## config.mk

```make
export PLATFORM = sky130hd
export DESIGN_NAME = mpfd_engine
export DESIGN_NICKNAME = d
export VERILOG_FILES = /design/src/rtl/mpfd_pkg.sv /design/src/rtl/mpfd_engine.sv
export SDC_FILE = /design/constraint.sdc
export NUM_CORES = 1
export LEC_CHECK = 0
export ABC_CLOCK_PERIOD_IN_PS = 2600
export BUFFER_PORTS_ARGS = -buffer_cell sky130_fd_sc_hd__buf_2
export CORE_MARGIN = 2
export CORE_UTILIZATION = 50
export DETAILED_ROUTE_END_ITERATION = 8
export GPL_ROUTABILITY_DRIVEN = 0
export PLACE_DENSITY = 0.69
export SYNTH_ARGS = -nofsm -noshare
export SYNTH_HDL_FRONTEND = slang
export SYNTH_SLANG_ARGS = --single-unit
```

## constraint.sdc

```tcl
create_clock -name clk -period 2.6 [get_ports clk]
set_input_delay 0.13 -clock clk [delete_from_list [all_inputs] [get_ports clk]]
set_output_delay 0.13 -clock clk [all_outputs]
set_load 0.01 [all_outputs]
```

## src/rtl/mpfd_pkg.sv

```systemverilog
package mpfd_pkg;

  // Screen geometry and derived store size
  localparam int SCREEN_WIDTH  = 128;
  localparam int SCREEN_HEIGHT = 64;
  localparam int STORE_SIZE    = (SCREEN_WIDTH * SCREEN_HEIGHT) / 8;
  localparam int ADDR_W        = $clog2(STORE_SIZE);
  // wide enough for any run address before the end-of-store check
  localparam int CALC_W        = $clog2(STORE_SIZE + 1024) + 1;
  // run counter: up to 128 pixels, 9 bits covers the signed length range
  localparam int CNT_W         = 9;

  // Command codes
  localparam logic [2:0] CMD_PLOT   = 3'd0;
  localparam logic [2:0] CMD_HLINE  = 3'd1;
  localparam logic [2:0] CMD_VLINE  = 3'd2;
  localparam logic [2:0] CMD_INVERT = 3'd3;
  localparam logic [2:0] CMD_CLEAR  = 3'd4;
  localparam logic [2:0] CMD_READ   = 3'd5;

  typedef struct packed {
    logic [2:0]        cmd;
    logic [6:0]        pos_x;
    logic [5:0]        pos_y;
    logic signed [7:0] run_length;
    logic [7:0]        stipple;
  } cmd_in_t;

  typedef struct packed {
    logic [7:0] read_byte;
    logic       clipped;
  } res_t;

  // Engine status towards the top level
  typedef struct packed {
    logic idle;
    logic done;
    res_t res;
  } eng_stat_t;

  // Memory port requests from the engine
  typedef struct packed {
    logic              we;
    logic [ADDR_W-1:0] waddr;
    logic [7:0]        wdata;
    logic              re;
    logic [ADDR_W-1:0] raddr;
  } mem_req_t;

endpackage

```

## src/rtl/mpfd_engine.sv

```systemverilog
module mpfd_engine (
  input  logic               clk,
  input  logic               rst_n,
  input  logic               start,
  input  mpfd_pkg::cmd_in_t  cmd_in,
  input  logic               res_free,
  input  logic [7:0]         rd_data,
  output mpfd_pkg::mem_req_t mem_req,
  output mpfd_pkg::eng_stat_t stat
);
  import mpfd_pkg::*;

  localparam logic [1:0] ST_IDLE   = 2'd0;
  localparam logic [1:0] ST_CLEAR  = 2'd1;
  localparam logic [1:0] ST_RUN    = 2'd2;
  localparam logic [1:0] ST_FINISH = 2'd3;

  localparam logic [1:0] STEP_BYTE  = 2'd0;
  localparam logic [1:0] STEP_ROW   = 2'd1;
  localparam logic [1:0] STEP_PIXEL = 2'd2;

  logic [1:0]        state_r, state_nxt;
  logic [CNT_W-1:0]  cnt_r, cnt_nxt;
  logic [CALC_W-1:0] addr_r, addr_nxt;
  logic [7:0]        mask_r, mask_nxt;
  logic [7:0]        pat_r, pat_nxt;
  logic [1:0]        step_r, step_nxt;
  logic              cap_r, cap_nxt;
  logic              clip_r, clip_nxt;
  logic [7:0]        rdbyte_r, rdbyte_nxt;
  logic [ADDR_W-1:0] clr_addr_r, clr_addr_nxt;
  logic              clr_cmd_r, clr_cmd_nxt;
  logic              s1_v_r, s1_v_nxt;
  logic [ADDR_W-1:0] s1_addr_r, s1_addr_nxt;
  logic [7:0]        s1_mask_r, s1_mask_nxt;
  logic              s1_cap_r, s1_cap_nxt;
  logic              fwd_hit_r, fwd_hit_nxt;
  logic [7:0]        fwd_data_r, fwd_data_nxt;

  // Command decode
  logic              neg;
  logic [7:0]        len8;
  logic [7:0]        hstart;
  logic [CNT_W-1:0]  hcount;
  logic [CNT_W-1:0]  pos_count;
  logic [CALC_W-1:0] page_base;
  logic [7:0]        row_mask;
  logic [7:0]        s1_data;
  logic              done;

  assign neg       = cmd_in.run_length[7];
  assign len8      = $unsigned(cmd_in.run_length);
  assign hstart    = neg ? ({1'b0, cmd_in.pos_x} + len8) : {1'b0, cmd_in.pos_x};
  assign hcount    = neg ? (CNT_W'(256) - {1'b0, len8}) : {1'b0, len8};
  assign pos_count = neg ? '0 : {1'b0, len8};
  assign page_base = CALC_W'(cmd_in.pos_y[5:3]) * CALC_W'(SCREEN_WIDTH);
  assign row_mask  = 8'(1) << cmd_in.pos_y[2:0];

  // Read data with forwarding of a write that landed in the same cycle as the read
  assign s1_data = fwd_hit_r ? fwd_data_r : rd_data;

  always_comb begin
    state_nxt    = state_r;
    cnt_nxt      = cnt_r;
    addr_nxt     = addr_r;
    mask_nxt     = mask_r;
    pat_nxt      = pat_r;
    step_nxt     = step_r;
    cap_nxt      = cap_r;
    clip_nxt     = clip_r;
    rdbyte_nxt   = rdbyte_r;
    clr_addr_nxt = clr_addr_r;
    clr_cmd_nxt  = clr_cmd_r;
    s1_v_nxt     = 1'b0;
    s1_addr_nxt  = s1_addr_r;
    s1_mask_nxt  = s1_mask_r;
    s1_cap_nxt   = s1_cap_r;
    mem_req      = '0;
    done         = 1'b0;

    // Stage 1: modify and write back, or capture for a read
    if (s1_v_r) begin
      if (s1_cap_r) begin
        rdbyte_nxt = s1_data;
      end else begin
        mem_req.we    = 1'b1;
        mem_req.waddr = s1_addr_r;
        mem_req.wdata = s1_data ^ s1_mask_r;
      end
    end

    case (state_r)
      ST_IDLE: begin
        if (start) begin
          clip_nxt   = 1'b0;
          rdbyte_nxt = 8'h00;
          cap_nxt    = 1'b0;
          pat_nxt    = cmd_in.stipple;
          mask_nxt   = row_mask;
          addr_nxt   = page_base + CALC_W'(cmd_in.pos_x);
          step_nxt   = STEP_BYTE;
          cnt_nxt    = '0;
          state_nxt  = ST_RUN;
          case (cmd_in.cmd)
            CMD_PLOT: begin
              cnt_nxt = CNT_W'(1);
            end
            CMD_HLINE: begin
              cnt_nxt  = hcount;
              addr_nxt = page_base + CALC_W'(hstart);
              step_nxt = STEP_PIXEL;
            end
            CMD_VLINE: begin
              cnt_nxt  = pos_count;
              step_nxt = STEP_ROW;
            end
            CMD_INVERT: begin
              cnt_nxt  = pos_count;
              mask_nxt = 8'hFF;
            end
            CMD_CLEAR: begin
              clr_addr_nxt = '0;
              clr_cmd_nxt  = 1'b1;
              state_nxt    = ST_CLEAR;
            end
            CMD_READ: begin
              cnt_nxt = CNT_W'(1);
              cap_nxt = 1'b1;
            end
            default: begin
              cnt_nxt = '0;
            end
          endcase
        end
      end

      ST_CLEAR: begin
        mem_req.we    = 1'b1;
        mem_req.waddr = clr_addr_r;
        mem_req.wdata = 8'h00;
        clr_addr_nxt  = clr_addr_r + ADDR_W'(1);
        if (clr_addr_r == ADDR_W'(STORE_SIZE - 1)) begin
          state_nxt = clr_cmd_r ? ST_FINISH : ST_IDLE;
        end
      end

      ST_RUN: begin
        // Stage 0: issue the read of the next byte
        if (cnt_r != '0) begin
          if (addr_r >= CALC_W'(STORE_SIZE)) begin
            clip_nxt = 1'b1;
            cnt_nxt  = '0;
          end else begin
            mem_req.re    = 1'b1;
            mem_req.raddr = addr_r[ADDR_W-1:0];
            s1_v_nxt      = 1'b1;
            s1_addr_nxt   = addr_r[ADDR_W-1:0];
            s1_cap_nxt    = cap_r;
            s1_mask_nxt   = mask_r;
            cnt_nxt       = cnt_r - CNT_W'(1);
            case (step_r)
              STEP_ROW: begin
                mask_nxt = {mask_r[6:0], mask_r[7]};
                if (mask_r[7]) begin
                  addr_nxt = addr_r + CALC_W'(SCREEN_WIDTH);
                end
              end
              STEP_PIXEL: begin
                s1_mask_nxt = pat_r[0] ? mask_r : 8'h00;
                pat_nxt     = {pat_r[0], pat_r[7:1]};
                addr_nxt    = addr_r + CALC_W'(1);
              end
              default: begin
                addr_nxt = addr_r + CALC_W'(1);
              end
            endcase
          end
        end else begin
          state_nxt = ST_FINISH;
        end
      end

      ST_FINISH: begin
        if (res_free) begin
          done        = 1'b1;
          clr_cmd_nxt = 1'b0;
          state_nxt   = ST_IDLE;
        end
      end

      default: begin
        state_nxt = ST_IDLE;
      end
    endcase
  end

  assign fwd_hit_nxt  = mem_req.we && mem_req.re && (mem_req.waddr == mem_req.raddr);
  assign fwd_data_nxt = mem_req.wdata;

  always_ff @(posedge clk) begin
    if (!rst_n) begin
      state_r    <= ST_CLEAR;
      clr_addr_r <= '0;
      clr_cmd_r  <= 1'b0;
      cnt_r      <= '0;
      s1_v_r     <= 1'b0;
      fwd_hit_r  <= 1'b0;
    end else begin
      state_r    <= state_nxt;
      clr_addr_r <= clr_addr_nxt;
      clr_cmd_r  <= clr_cmd_nxt;
      cnt_r      <= cnt_nxt;
      s1_v_r     <= s1_v_nxt;
      fwd_hit_r  <= fwd_hit_nxt;
    end
  end

  always_ff @(posedge clk) begin
    addr_r     <= addr_nxt;
    mask_r     <= mask_nxt;
    pat_r      <= pat_nxt;
    step_r     <= step_nxt;
    cap_r      <= cap_nxt;
    clip_r     <= clip_nxt;
    rdbyte_r   <= rdbyte_nxt;
    s1_addr_r  <= s1_addr_nxt;
    s1_mask_r  <= s1_mask_nxt;
    s1_cap_r   <= s1_cap_nxt;
    fwd_data_r <= fwd_data_nxt;
  end

  assign stat.idle          = (state_r == ST_IDLE);
  assign stat.done          = done;
  assign stat.res.read_byte = rdbyte_r;
  assign stat.res.clipped   = clip_r;

  // No memory write while waiting for a command
  a_idle_no_write: assert property (@(posedge clk) disable iff (!rst_n)
    (state_r == ST_IDLE) |-> !mem_req.we)
    else $error("memory write while idle");

  // Stage 1 only holds a byte whose read was issued in the previous cycle
  a_s1_follows_read: assert property (@(posedge clk) disable iff (!rst_n)
    s1_v_r |-> $past(mem_req.re))
    else $error("stage 1 valid without a read issued");

  // Forwarding only applies to a byte in stage 1
  a_fwd_in_s1: assert property (@(posedge clk) disable iff (!rst_n)
    fwd_hit_r |-> s1_v_r)
    else $error("forward hit without stage 1 byte");

  // The clearing sweep never overlaps a read-modify-write
  a_clear_alone: assert property (@(posedge clk) disable iff (!rst_n)
    (state_r == ST_CLEAR) |-> (!s1_v_r && !mem_req.re))
    else $error("clear overlaps a read-modify-write");

endmodule

```

==> insert_results.sql <==
INSERT INTO impl_metrics (metric_group, metric, value, unit) VALUES
('outcome', 'status', 'completed', ''),
('routing', 'ant_nets', '0', ''),
('global_route', 'first_global_vias', '4148', ''),
('floorplanning', 'row_cnt', '37', ''),
('clocking', 'clock_tree.root_cell', 'clkbuf_8', ''),
('critical_path', 'cp-end-kind', 'output pin', ''),
('global_route', 'globalRouteMet3Util', '3.924', '%'),
('pwr', 'power.density_cell_area', '478.8', 'nW/um^2'),
('synth', 'yosys_register_bits', '91', ''),
('floorplanning', 'core', '10230', 'sq um'),
('floorplanning', 'initial_core_util', '50.94', '%'),
('critical_path', 'critical_path_peak_fanout', '14', ''),
('routing', 'dr_vias', '4457', ''),
('cells_and_area', 'layout_commonest_cell', 'buf_2', ''),
('placement', 'io_buffers', '84', ''),
('floorplanning', 'die-area', '11260', 'sq um'),
('critical_path', 'crit_path_start_kind', 'flip-flop', ''),
('clocking', 'clock_path_buffers', '2', ''),
('synth', 'synthDistinctLibCells', '64', ''),
('timing', 'hold_viol_final', '0', ''),
('synth', 'synth-edff-count', '51', ''),
('timing', 'setup_viol', '0', ''),
('synth', 'post_synth.cell_area_avg', '9.322', 'sq um'),
('timing', 'tightest_slew', '0.7451', 'ns'),
('timing', 'max_freq', '409.6', 'MHz'),
('synth', 'yosys_warnings', '0', ''),
('pwr', 'vdd_ir_drop_max', '0.2513', 'mV'),
('global_route', 'grt_use_met2', '35.67', '%'),
('routing', 'drt-pass1-iter-count', '5', ''),
('synth', 'synth-seq-area-share', '44.75', '%'),
('job', 'cap_violations', '0', ''),
('global_route', 'grt_busiest_layer', 'met2', ''),
('timing', 'worst_clock_skew', '0.01079', 'ns'),
('routing', 'routed_via_density', '5.721', ''),
('clocking', 'post-cts-setup-buffer-count', '0', ''),
('routing', 'drt-initial-drc-count', '261', ''),
('critical_path', 'cp_data_arrival_time', '2.31', 'ns'),
('cells_and_area', 'number_of_antenna_cells_inserted', '0', ''),
('synth', 'ys.flop_type', 'edfxtp_1', ''),
('critical_path', 'required', '2.47', 'ns'),
('global_route', 'grt_pass1_wl', '20610', 'um'),
('timing', 'layout_min_cycle_time', '2.441', 'ns'),
('cells_and_area', 'final_cell_mix', 'buf_2, nand2_1, nor2_1', ''),
('routing', 'drcViolationCount', '0', ''),
('floorplanning', 'boundaryPins', '85', ''),
('timing', 'post-route-period-util', '93.89', '%'),
('synth', 'synthCells', '559', ''),
('hold_path', 'timing.hold.worst.class', 'in2reg', ''),
('pwr', 'finalPower', '2.865', 'mW'),
('clocking', 'cts_hold_buffers', '0', ''),
('clocking', 'cts-htree-levels', '3', ''),
('timing', 'max_slew_margin', '50.09', '%'),
('clocking', 'cts_tree', 'yes', ''),
('timing', 'slew_viol_final', '0', ''),
('routing', 'post_drt_wl_per_cell', '16.42', 'um'),
('global_route', 'gr-usage-met1', '32.07', '%'),
('floorplanning', 'die_height', '106.1', 'um'),
('synth', 'syn-num-nets', '618', ''),
('timing', 'timing.setup.tns', '0', 'ns'),
('pwr', 'total_leakage_power', '2.430', 'nW'),
('placement', 'place.detailed.hpwl', '9549', 'um'),
('floorplanning', 'chip_width', '106.1', 'um'),
('timing', 'rsz0062_at_grt', 'false', ''),
('critical_path', 'cp-startpoint', 'addr_r[10]', ''),
('cells_and_area', 'drive_gt1_share', '19.60', '%'),
('global_route', 'antenna_found_initial', '0', ''),
('global_route', 'grt_overflow', '0', ''),
('clocking', 'clk-insertion-delay-late', '0.37', 'ns'),
('cells_and_area', 'layout.nets', '697', ''),
('cells_and_area', 'syn2layout_area_growth', '14.81', '%'),
('clocking', 'cts_num_sinks', '91', ''),
('synth', 'netlist_area', '5211', 'sq um'),
('hold_path', 'timing.hold.worst.start', 'cmd_in[2]', ''),
('global_route', 'largest_net_degree_at_the_start_of_global_routing', '34', ''),
('synth', 'ys_async_sr_fraction', '0', '%'),
('critical_path', 'critical_path.reg2reg.startpoint', 'addr_r[10]', ''),
('clocking', 'cts_resized', '0', ''),
('routing', 'finalWirelength', '12790', 'um'),
('clocking', 'cts.reportedPaths.clkPinSlew', '0.10', 'ns'),
('critical_path', 'worst-setup-path-type', 'reg2out', ''),
('clocking', 'cts_inserted_buffers', '9', ''),
('global_route', 'grt_use_total', '23.35', '%');
-- power by group --
group / internal [mW] / switching (mW)
sequential: 1.55 / 0.0208
combinational: 0.144 / 0.166
clock: 0.423 / 0.563
-- layer usage --
metal / routed length [um] / part of all wire (%)
met4: 410 / 3.2
met5: 0 / 0
met2: 5725 / 45
met1: 5750 / 45
met3: 906 / 7.1
-- Yosys cell counts, drive strengths merged (2+ instances only) --
master | count | area (sq um)
mux2i | 13 | 130.1
and3 | 10 | 62.56
a211oi | 13 | 97.59
nand3 | 16 | 80.08
a21o | 7 | 52.55
and2 | 10 | 62.56
nand4bb | 2 | 22.52
o32ai | 3 | 26.28
a31oi | 7 | 43.79
nor3b | 3 | 22.52
o31a | 3 | 26.28
nor2b | 16 | 100.1
xor2 | 20 | 175.2
nor4 | 3 | 18.77
and3b | 3 | 26.28
edfxtp | 51 | 1531
nor2 | 57 | 214.0
o22ai | 5 | 31.28
a22o | 3 | 26.28
nand2 | 59 | 221.5
a221oi | 4 | 41.29
o31ai | 4 | 30.03
or3 | 4 | 25.02
a21oi | 25 | 125.1
clkbuf | 24 | 90.09
or3b | 4 | 35.03
buf | 5 | 28.77
nand2b | 6 | 37.54
a32oi | 2 | 17.52
a311o | 2 | 20.02
nand4 | 7 | 43.79
a21boi | 6 | 45.04
nand3b | 8 | 60.06
dfxtp | 40 | 800.8
nor3 | 15 | 75.07
o21ai | 23 | 115.1
xnor2 | 22 | 192.7
a2111oi | 2 | 25.02
ha | 14 | 175.2
a32o | 2 | 20.02
inv | 18 | 67.56
o21a | 2 | 15.01
-- per-stage QoR --
step | hold slack [ns] | setup WS (ns) | utilization [%] | cells | cell area (sq um)
2_1_floorplan | 0.3114 | 0.3992 | - | 559 | 5211
3_3_place_gp | 0.3959 | 0.1561 | 56.54 | 763 | 5784
3_5_place_dp | 0.3977 | 0.04514 | 56.54 | 763 | 5784
4_1_cts | 0.0002198 | 0.2075 | 58.48 | 779 | 5983
5_1_grt | 0.004178 | 0.05521 | 58.48 | 779 | 5983
6_report | 0.01389 | 0.1588 | 58.48 | 779 | 5983
-- path summary, 6_finish.rpt --
| path | cells after the start | to | slack (ns) |
|---|---|---|---|
| setup / recovery | 4 | mem_req[6] | 0.16 |
| hold reg to reg | 0 | s1_cap_r | 0.44 |
| hold / removal | 3 | pat_r[2] | 0.01 |
| setup reg to reg | 5 | fwd_hit_r | 0.22 |
-- worst max-delay path: stages, from the launching register on --
cell and delay, ns:
edfxtp_1 0.49, or4b_4 0.68, a21oi_2 0.43, and2_1 0.21, buf_2 0.13
-- cells by family (layout without fill, tap and decap cells) --
group                      Yosys count  count (layout)  synth area share [%]
buffers and inverters               48             132                 3.649
adders and majority gates           15              15                 3.746
DFF                                 91              91                 44.75
and+or+nand+nor                    229             229                 22.38
muxes                               13              13                 2.497
xor gates and xnor gates            42              42                 7.059
AOI/OAI and AO/OA                  121             121                 15.92
-- cell type report --
| cell class | instances | area, sq um |
|---|---|---|
| clock inverters | 6 | 50.05 |
| clock buffers | 10 | 148.9 |
| fillers | 929 | 4248 |
| flip-flops and latches | 91 | 2332 |
| well taps | 136 | 170.2 |
| multi-input cells | 420 | 2693 |
| inverters | 19 | 71.32 |
| repair buffers | 97 | 518.0 |
-- flip-flops by register name, indices dropped and copies added, names as in the netlist, 8 cells and up --
| name | flops |
|---|---|
| addr_r | 12 |
| clr_addr_r | 10 |
| cnt_r | 9 |
| fwd_data_r | 8 |
| mask_r | 8 |
| pat_r | 8 |
| rdbyte_r | 8 |
| s1_addr_r | 10 |
| s1_mask_r | 8 |
(Power assumes the default switching activity.)
